## src/sv/sltbl_pkg.sv

```systemverilog
package sltbl_pkg;

    localparam int CMD_W    = 3;
    localparam int STATUS_W = 3;

    // command codes; code 7 is a no-op
    typedef enum logic [CMD_W-1:0] {
        CMD_CLEAR      = 3'd0,
        CMD_INSERT_AT  = 3'd1,
        CMD_READ_AT    = 3'd2,
        CMD_FIND       = 3'd3,
        CMD_ORD_INSERT = 3'd4,
        CMD_BSEARCH    = 3'd5,
        CMD_BINSERT    = 3'd6
    } cmd_t;

    typedef enum logic [STATUS_W-1:0] {
        ST_OK       = 3'd0,
        ST_FULL     = 3'd1,
        ST_BADPOS   = 3'd2,
        ST_EMPTY    = 3'd3,
        ST_NOTFOUND = 3'd4,
        ST_DUP      = 3'd5
    } status_t;

    typedef enum logic [2:0] {
        S_IDLE,
        S_READ_WAIT,
        S_FIND,
        S_BS_RD,
        S_BS_CMP,
        S_SHIFT,
        S_FINISH
    } state_t;

endpackage

```

## src/sv/sorted_list_table_engine.sv

```systemverilog
// Table of CAPACITY signed words with a fill count, one command per input
// word and one result word per command. Commands go through a small
// sequencer around a single-port-write, single-port-read table RAM and one
// shared comparator, so only one command is in flight. Clear, reject and
// unknown commands go straight to the result; read_at waits for the RAM
// read and find scans at most count entries. insert_at appends directly or
// moves k entries up (one entry per cycle) before writing; ordered insert
// writes directly on an empty table and otherwise moves the k entries above
// the key. Binary search reads and compares once per halving step. Binary
// insert rejects a full table, reports a duplicate after its search, else
// appends or moves k entries after its search. The slowest command is a
// binary insert at the front of a table one short of full. A finished result
// sits in an output register, so a new command is taken as soon as the
// sequencer is back in idle. Binary commands assume the table is kept
// sorted; on unsorted contents they still run the plain halving search.
// No clearing pass follows reset; the table is ready at once.
module sorted_list_table_engine #(
    parameter int CAPACITY   = 64,
    parameter int DATA_WIDTH = 32,
    localparam int POS_W     = $clog2(CAPACITY + 1),
    localparam int IN_W      = 3 + POS_W + DATA_WIDTH,
    localparam int OUT_W     = 3 + 2 * POS_W + DATA_WIDTH,
    localparam int IN_DW     = ((IN_W + 7) / 8) * 8,
    localparam int OUT_DW    = ((OUT_W + 7) / 8) * 8
) (
    input  logic              clk,
    input  logic              rst_n,
    input  logic              s_axis_tvalid,
    output logic              s_axis_tready,
    // command, position, value
    input  logic [IN_DW-1:0]  s_axis_tdata,
    output logic              m_axis_tvalid,
    input  logic              m_axis_tready,
    // status, found_position, read_value, fill_count
    output logic [OUT_DW-1:0] m_axis_tdata
);

    import sltbl_pkg::*;

    localparam int ADDR_W = $clog2(CAPACITY);

    // state and working registers
    state_t                  state_reg, state_next;
    cmd_t                    cmd_reg, cmd_next;
    logic [POS_W-1:0]        pos_reg, pos_next;
    logic [DATA_WIDTH-1:0]   val_reg, val_next;
    logic [POS_W-1:0]        count_reg, count_next;
    logic [POS_W-1:0]        idx_reg, idx_next;
    logic [POS_W-1:0]        bound_reg, bound_next;
    logic [POS_W-1:0]        lo_reg, lo_next;
    logic [POS_W-1:0]        hx_reg, hx_next;
    logic                    pend_reg, pend_next;
    logic [ADDR_W-1:0]       pend_addr_reg, pend_addr_next;
    status_t                 res_status_reg, res_status_next;
    logic [POS_W-1:0]        res_pos_reg, res_pos_next;
    logic [DATA_WIDTH-1:0]   res_val_reg, res_val_next;

    // output word register
    logic                    out_valid_reg, out_valid_next;
    status_t                 out_status_reg, out_status_next;
    logic [POS_W-1:0]        out_pos_reg, out_pos_next;
    logic [DATA_WIDTH-1:0]   out_val_reg, out_val_next;
    logic [POS_W-1:0]        out_fill_reg, out_fill_next;

    // RAM port
    logic                    ram_we, ram_re;
    logic [ADDR_W-1:0]       ram_waddr, ram_raddr;
    logic [DATA_WIDTH-1:0]   ram_wdata, ram_rdata;

    // decoded input word
    cmd_t                    in_cmd;
    logic [POS_W-1:0]        in_pos;
    logic [DATA_WIDTH-1:0]   in_val;
    logic                    accept;

    // conditions shared by next-state and datapath
    logic                    tbl_full, tbl_empty;
    logic                    ins_pos_ok, rd_pos_ok;
    logic                    key_eq, key_lt, entry_gt;
    logic                    bs_live, ord_stop, at_bound;
    logic                    find_last, out_load;
    logic [POS_W:0]          mid_sum;
    logic [POS_W-1:0]        mid;

    assign in_cmd = cmd_t'(s_axis_tdata[2:0]);
    assign in_pos = s_axis_tdata[3 +: POS_W];
    assign in_val = s_axis_tdata[3 + POS_W +: DATA_WIDTH];

    assign s_axis_tready = (state_reg == S_IDLE);
    assign accept        = s_axis_tvalid && s_axis_tready;

    assign tbl_full   = (count_reg == POS_W'(CAPACITY));
    assign tbl_empty  = (count_reg == '0);
    assign ins_pos_ok = (in_pos != '0) && ({1'b0, in_pos} <= {1'b0, count_reg} + 1'b1);
    assign rd_pos_ok  = (in_pos != '0) && (in_pos <= count_reg);

    // shared comparator against the key
    assign key_eq   = (ram_rdata == val_reg);
    assign key_lt   = ($signed(val_reg) < $signed(ram_rdata));
    assign entry_gt = key_lt;

    // halving search midpoint: (lo + hi) / 2 with hi = hx - 1
    assign bs_live = (lo_reg < hx_reg);
    assign mid_sum = {1'b0, lo_reg} + {1'b0, hx_reg} - 1'b1;
    assign mid     = mid_sum[POS_W:1];

    assign ord_stop  = pend_reg && (cmd_reg == CMD_ORD_INSERT) && !entry_gt;
    assign at_bound  = (idx_reg == bound_reg);
    assign find_last = ({1'b0, pend_addr_reg} + 1'b1 == {1'b0, count_reg});
    assign out_load  = !out_valid_reg || m_axis_tready;

    // next state
    always_comb
    begin
        state_next = state_reg;
        unique case (state_reg)
            S_IDLE:
            begin
                if (accept)
                begin
                    unique case (in_cmd)
                        CMD_INSERT_AT:
                            state_next = (!tbl_full && ins_pos_ok) ? S_SHIFT : S_FINISH;
                        CMD_READ_AT:
                            state_next = (!tbl_empty && rd_pos_ok) ? S_READ_WAIT : S_FINISH;
                        CMD_FIND:
                            state_next = tbl_empty ? S_FINISH : S_FIND;
                        CMD_ORD_INSERT:
                            state_next = tbl_full ? S_FINISH : S_SHIFT;
                        CMD_BSEARCH:
                            state_next = S_BS_RD;
                        CMD_BINSERT:
                            state_next = tbl_full ? S_FINISH : S_BS_RD;
                        default:
                            state_next = S_FINISH;
                    endcase
                end
            end
            S_READ_WAIT:
                state_next = S_FINISH;
            S_FIND:
            begin
                if (pend_reg && (key_eq || find_last))
                begin
                    state_next = S_FINISH;
                end
            end
            S_BS_RD:
            begin
                if (bs_live)
                begin
                    state_next = S_BS_CMP;
                end
                else
                begin
                    state_next = (cmd_reg == CMD_BINSERT) ? S_SHIFT : S_FINISH;
                end
            end
            S_BS_CMP:
                state_next = key_eq ? S_FINISH : S_BS_RD;
            S_SHIFT:
            begin
                if (ord_stop || (!pend_reg && at_bound))
                begin
                    state_next = S_FINISH;
                end
            end
            S_FINISH:
            begin
                if (out_load)
                begin
                    state_next = S_IDLE;
                end
            end
            default:
                state_next = S_IDLE;
        endcase
    end

    // datapath, RAM controls and result
    always_comb
    begin
        cmd_next        = cmd_reg;
        pos_next        = pos_reg;
        val_next        = val_reg;
        count_next      = count_reg;
        idx_next        = idx_reg;
        bound_next      = bound_reg;
        lo_next         = lo_reg;
        hx_next         = hx_reg;
        pend_next       = pend_reg;
        pend_addr_next  = pend_addr_reg;
        res_status_next = res_status_reg;
        res_pos_next    = res_pos_reg;
        res_val_next    = res_val_reg;
        out_valid_next  = out_valid_reg;
        out_status_next = out_status_reg;
        out_pos_next    = out_pos_reg;
        out_val_next    = out_val_reg;
        out_fill_next   = out_fill_reg;
        ram_we          = 1'b0;
        ram_waddr       = '0;
        ram_wdata       = val_reg;
        ram_re          = 1'b0;
        ram_raddr       = '0;

        // output word handed over
        if (out_valid_reg && m_axis_tready)
        begin
            out_valid_next = 1'b0;
        end

        unique case (state_reg)
            S_IDLE:
            begin
                if (accept)
                begin
                    cmd_next        = in_cmd;
                    pos_next        = in_pos;
                    val_next        = in_val;
                    res_status_next = ST_OK;
                    res_pos_next    = '0;
                    res_val_next    = '0;
                    idx_next        = count_reg;
                    pend_next       = 1'b0;
                    lo_next         = '0;
                    hx_next         = count_reg;
                    unique case (in_cmd)
                        CMD_CLEAR:
                            count_next = '0;
                        CMD_INSERT_AT:
                        begin
                            if (tbl_full)
                            begin
                                res_status_next = ST_FULL;
                            end
                            else if (!ins_pos_ok)
                            begin
                                res_status_next = ST_BADPOS;
                            end
                            bound_next = in_pos - 1'b1;
                        end
                        CMD_READ_AT:
                        begin
                            if (tbl_empty)
                            begin
                                res_status_next = ST_EMPTY;
                            end
                            else if (!rd_pos_ok)
                            begin
                                res_status_next = ST_BADPOS;
                            end
                            else
                            begin
                                ram_re    = 1'b1;
                                ram_raddr = ADDR_W'(in_pos - 1'b1);
                            end
                        end
                        CMD_FIND:
                        begin
                            if (tbl_empty)
                            begin
                                res_status_next = ST_EMPTY;
                            end
                            idx_next = '0;
                        end
                        CMD_ORD_INSERT:
                        begin
                            if (tbl_full)
                            begin
                                res_status_next = ST_FULL;
                            end
                            bound_next = '0;
                        end
                        CMD_BINSERT:
                        begin
                            if (tbl_full)
                            begin
                                res_status_next = ST_FULL;
                            end
                        end
                        default:
                            ;
                    endcase
                end
            end

            // registered RAM data for read_at
            S_READ_WAIT:
            begin
                res_val_next = ram_rdata;
                res_pos_next = pos_reg;
            end

            // linear scan, one read issued per cycle
            S_FIND:
            begin
                if (idx_reg < count_reg)
                begin
                    ram_re         = 1'b1;
                    ram_raddr      = idx_reg[ADDR_W-1:0];
                    idx_next       = idx_reg + 1'b1;
                    pend_next      = 1'b1;
                    pend_addr_next = idx_reg[ADDR_W-1:0];
                end
                else
                begin
                    pend_next = 1'b0;
                end
                if (pend_reg)
                begin
                    if (key_eq)
                    begin
                        res_pos_next = POS_W'(pend_addr_reg) + 1'b1;
                    end
                    else if (find_last)
                    begin
                        res_status_next = ST_NOTFOUND;
                    end
                end
            end

            // halving search: issue the midpoint read
            S_BS_RD:
            begin
                if (bs_live)
                begin
                    ram_re    = 1'b1;
                    ram_raddr = mid[ADDR_W-1:0];
                    idx_next  = mid;
                end
                else if (cmd_reg == CMD_BINSERT)
                begin
                    bound_next = lo_reg;
                    idx_next   = count_reg;
                    pend_next  = 1'b0;
                end
                else
                begin
                    res_status_next = ST_NOTFOUND;
                end
            end

            // halving search: compare and narrow
            S_BS_CMP:
            begin
                if (key_eq)
                begin
                    res_pos_next    = idx_reg + 1'b1;
                    res_status_next = (cmd_reg == CMD_BINSERT) ? ST_DUP : ST_OK;
                end
                else if (key_lt)
                begin
                    hx_next = idx_reg;
                end
                else
                begin
                    lo_next = idx_reg + 1'b1;
                end
            end

            // move entries up one place, then drop the new word in
            S_SHIFT:
            begin
                if (pend_reg)
                begin
                    ram_we    = 1'b1;
                    ram_waddr = pend_addr_reg + 1'b1;
                    ram_wdata = ord_stop ? val_reg : ram_rdata;
                    if (ord_stop)
                    begin
                        res_pos_next = POS_W'(pend_addr_reg) + POS_W'(2);
                        count_next   = count_reg + 1'b1;
                    end
                end
                else if (at_bound)
                begin
                    ram_we       = 1'b1;
                    ram_waddr    = idx_reg[ADDR_W-1:0];
                    ram_wdata    = val_reg;
                    res_pos_next = idx_reg + 1'b1;
                    count_next   = count_reg + 1'b1;
                end
                if (!ord_stop && !at_bound)
                begin
                    ram_re         = 1'b1;
                    ram_raddr      = ADDR_W'(idx_reg - 1'b1);
                    idx_next       = idx_reg - 1'b1;
                    pend_next      = 1'b1;
                    pend_addr_next = ADDR_W'(idx_reg - 1'b1);
                end
                else
                begin
                    pend_next = 1'b0;
                end
            end

            // hand the result to the output register
            S_FINISH:
            begin
                if (out_load)
                begin
                    out_valid_next  = 1'b1;
                    out_status_next = res_status_reg;
                    out_pos_next    = res_pos_reg;
                    out_val_next    = res_val_reg;
                    out_fill_next   = count_reg;
                end
            end

            default:
                ;
        endcase
    end

    // control registers
    always_ff @(posedge clk or negedge rst_n)
    begin
        if (!rst_n)
        begin
            state_reg     <= S_IDLE;
            count_reg     <= '0;
            pend_reg      <= 1'b0;
            out_valid_reg <= 1'b0;
        end
        else
        begin
            state_reg     <= state_next;
            count_reg     <= count_next;
            pend_reg      <= pend_next;
            out_valid_reg <= out_valid_next;
        end
    end

    // payload registers
    always_ff @(posedge clk)
    begin
        cmd_reg        <= cmd_next;
        pos_reg        <= pos_next;
        val_reg        <= val_next;
        idx_reg        <= idx_next;
        bound_reg      <= bound_next;
        lo_reg         <= lo_next;
        hx_reg         <= hx_next;
        pend_addr_reg  <= pend_addr_next;
        res_status_reg <= res_status_next;
        res_pos_reg    <= res_pos_next;
        res_val_reg    <= res_val_next;
        out_status_reg <= out_status_next;
        out_pos_reg    <= out_pos_next;
        out_val_reg    <= out_val_next;
        out_fill_reg   <= out_fill_next;
    end

    // table storage
    sltbl_ram #(
        .WIDTH (DATA_WIDTH),
        .DEPTH (CAPACITY)
    ) u_ram (
        .clk   (clk),
        .we    (ram_we),
        .waddr (ram_waddr),
        .wdata (ram_wdata),
        .re    (ram_re),
        .raddr (ram_raddr),
        .rdata (ram_rdata)
    );

    assign m_axis_tvalid = out_valid_reg;
    assign m_axis_tdata  = OUT_DW'({out_fill_reg, out_val_reg, out_pos_reg, out_status_reg});

endmodule

```

## src/sv/sltbl_ram.sv

```systemverilog
module sltbl_ram #(
    parameter int WIDTH = 32,
    parameter int DEPTH = 64
) (
    input  logic                     clk,
    input  logic                     we,
    input  logic [$clog2(DEPTH)-1:0] waddr,
    input  logic [WIDTH-1:0]         wdata,
    input  logic                     re,
    input  logic [$clog2(DEPTH)-1:0] raddr,
    output logic [WIDTH-1:0]         rdata
);

    logic [WIDTH-1:0] mem [DEPTH];

    always_ff @(posedge clk)
    begin
        if (we)
        begin
            mem[waddr] <= wdata;
        end
    end

    always_ff @(posedge clk)
    begin
        if (re)
        begin
            rdata <= mem[raddr];
        end
    end

endmodule

```

## config.mk

```make
export PLATFORM = sky130hd
export DESIGN_NAME = sorted_list_table_engine
export DESIGN_NICKNAME = d
export VERILOG_FILES = /design/src/sv/sltbl_pkg.sv /design/src/sv/sorted_list_table_engine.sv /design/src/sv/sltbl_ram.sv
export SDC_FILE = /design/constraint.sdc
export NUM_CORES = 2
export LEC_CHECK = 0
export BUFFER_PORTS_ARGS = -buffer_cell sky130_fd_sc_hd__buf_4
export CORE_ASPECT_RATIO = 1.25
export CORE_MARGIN = 1
export CORE_UTILIZATION = 63
export DETAILED_ROUTE_END_ITERATION = 12
export PLACE_DENSITY = 0.8
export SYNTH_ARGS = -nofsm -noshare
export SYNTH_HDL_FRONTEND = slang
export SYNTH_SLANG_ARGS = --single-unit
```

## constraint.sdc

```tcl
create_clock -name clk -period 6.3 [get_ports clk]
set_input_delay 0.315 -clock clk [delete_from_list [all_inputs] [get_ports clk]]
set_output_delay 0.315 -clock clk [all_outputs]
set_load 0.01 [all_outputs]
```

==> metrics.txt <==
mapped cell area 90,700 um2; grt total ovfl 0; Worst-path clk slew 0.06 ns; CP startpoint state_reg[0]; die height 426 um; Tcrit/Tclk final 91.6%; Top Metal Used met5; Critical-path top delay cell o21ai_0; CTS max path bufs 3; largest family of logic cells by synthesized area simple AND/OR/NAND/NOR gates; Distinct cells, synth 88; Post-DRT Antenna Nets 0; vias after detailed routing 60,400; TritonCTS Sinks 2,259; Routed WL per cell 29.5 um; CTS H-tree depth 4; Iter 0 DRT Violations 9,192; Min Clock Period, post-route 5.77 ns; Rows 155; Setup crit start kind register; core area 143,000 um2; max_slew headroom 2.31%; initial antenna violation count 18; largest net degree at the start of global routing 140; sequential fraction of the synthesis area 74.7%; Final nets 6,976; status finished, final reports clean; CP max stage delay 0.97 ns; Post-Synth Simple-Gate Area 13.0%; Post-synth EDFFs 2,247; post-synthesis adder-cell area fraction 1.11%; post-DP HPWL 155,000 um; # port buffers 96; Yosys warning count 0; Worst Setup End Kind register; Post-synth ARST share 0.531%; TritonCTS Buffers 200; die area 146,000 um2; later-pin clock latency in the skew report 0.87 ns; max reg flops 2,048; placer congestion estimate 0.957; XOR/XNOR Fraction of Synth Area 0.435%; Placement Setup Slack 0.795 ns; CTS tree yes; Req. time, crit path 6.83 ns; Synth Instances 6,570; RSZ-0062 raised after global routing no; vias per cell 6.78; drt total wl 262,000 um; maxcap violations 0; Worst-Margin Slew 1.46 ns; final worst slack 0.527 ns; WL met2 124,000 um; Overall Global Routing Usage 35.9%; WP buf/inv 3; postcts setup bufs 0; Fmax 173 MHz; Max VDD drop 0.000337 V; worst path arrival time 6.30 ns; Layout fillers 8,188; Die Wd 341 um; CP cell instances buf_4, nand3b_1, inv_1, nand2_1, o21ai_0, nand2_1, nor2_4, buf_4; Final Util 72.3%; critical path's top delay family simple AND/OR/NAND/NOR gates; Hold Worst Slack 0.0593 ns; Cell Pwr Density 441 nW/um2; flops & latches, synth 2,259; Mapped Avg Cell Area 13.8 um2; Hold Crit Start s_axis_tvalid; final hold viol count 0; WS Path Type register to register; Crit Path Max Fanout 44; synthesis-to-layout area growth 13.7%; TNS Setup 0 ns; Synth Area in Compound Gates 6.07%; mux cell area share after synthesis 2.23%; Slew Viols, Final 0; Top FF cell, synth edfxtp_1; # DRC 0; first-pass GRT wire length 378,000 um; hold crit path type input port to register; fraction of final layout cells sized beyond drive strength 1 12.0%; # setup viols final 0; Leak Pwr 35.1 nW; commonest non-fill, non-tap cells in the layout 2,247 x edfxtp_1, 1,655 x nand2_1, 509 x nand3_1; Largest Register u_ram.mem; Pwr Total 45.5 mW; worst clock skew 0.0353 ns; M1 wire length 83,500 um; Clock Root Buffer clkbuf_16; TritonRoute pass-1 iters 6; DR WL met3 35,200 um; Initial Util 63.5%; commonest non-fill, non-tap cell in the layout edfxtp_1; R2R Path Start state_reg[0]; number of I/O pins 110; vias in the first global route 59,500
[area by class of cell]
| class | count | area [um2] | area share (%) |
|---|---|---|---|
| inverters | 83 | 312 | 0.302 |
| multi-input cells | 3821 | 21800 | 21.1 |
| well taps | 1884 | 2360 | 2.29 |
| clock inverters | 128 | 1320 | 1.28 |
| flip-flops and latches | 2259 | 67800 | 65.7 |
| clock buffers | 247 | 5200 | 5.04 |
| diodes | 1 | 2.50 | 0.00243 |
| repair buffers | 479 | 4420 | 4.29 |
[report_power, final]
part	internal [mW]	switching (mW)	total, mW	leakage [nW]
logic	4.44	10.6	15.0	11.5
registers	17.9	0.329	18.2	20.4
clock network	6.73	5.51	12.2	3.17
[cell families (layout without fill, tap and decap cells)]
family	count (synthesis)	in the layout
mux	202	202
xor+xnor	45	45
other cells	1	8
buf+inv	496	937
fa+ha+maj	80	80
flops	2259	2259
simple gates	2696	2696
compound gates	791	791
[through the flow]
stage,cells,area [um2]
2_1_floorplan,6576,90700
3_3_place_gp,8481,96200
3_5_place_dp,8481,96200
4_1_cts,8901,103000
5_1_grt,8901,103000
6_report,8902,103000
[path summary, 6_finish.rpt]
check	endpoint	slack (ns)	cells after the start
min in group asynchronous	state_reg[1]	0.56	3
max in group asynchronous	state_reg[0]	5.28	3
max reg2reg	u_ram.mem[61][13]	0.53	8
min reg2reg	out_val_reg[15]	0.41	0
max	u_ram.mem[61][13]	0.53	8
min	pend_reg	0.06	5
[synth_stat cells (10+ instances only)]
master,instances,area (um2)
and3_1,125,782
xor2_1,15,131
inv_1,82,308
nand2_1,1655,6210
mux2i_1,201,2010
a22oi_1,60,450
a221oi_1,13,114
nand3_1,509,2550
a211oi_1,63,473
clkbuf_1,211,792
a31oi_1,191,1190
and2_1,11,68.8
o21ai_0,90,450
a21oi_1,113,566
buf_4,27,203
dfrtp_1,12,300
edfxtp_1,2247,67500
xnor2_1,30,263
nor2b_1,14,87.6
a32oi_1,126,1100
o2111ai_1,25,219
o311ai_1,10,87.6
ha_1,79,988
o211ai_1,12,90.1
and4_1,18,158
or3_1,23,144
nor4_1,10,62.6
nand2b_1,16,100
nand4_1,138,863
buf_2,140,701
buf_1,32,120
o21a_1,10,75.1
nor2_1,131,492
nor3_1,19,95.1
[what timing repair did]
action,CTS,global route
hold endpoints to repair,59,0
endpoints found under the setup margin,0,0
resized for setup,0,0
hold buffers,45,0
[layer usage]
| metal | GRT usage [%] | vias to the layer above |
|---|---|---|
| li1 | - | 25200 |
| met1 | 42.9 | 29100 |
| met2 | 57.6 | 5079 |
| met3 | 9.13 | 943 |
| met4 | 24.5 | 16 |
| met5 | 0 | - |
[tightest hold or removal path: cells and delay by family]
family                 cells  cell delay, ns
AND/OR/NAND/NOR            2            0.23
buffers and inverters      1            0.12
AO/OA/AOI/OAI              2            0.21
No activity file was read; power rests on OpenSTA's default activity.
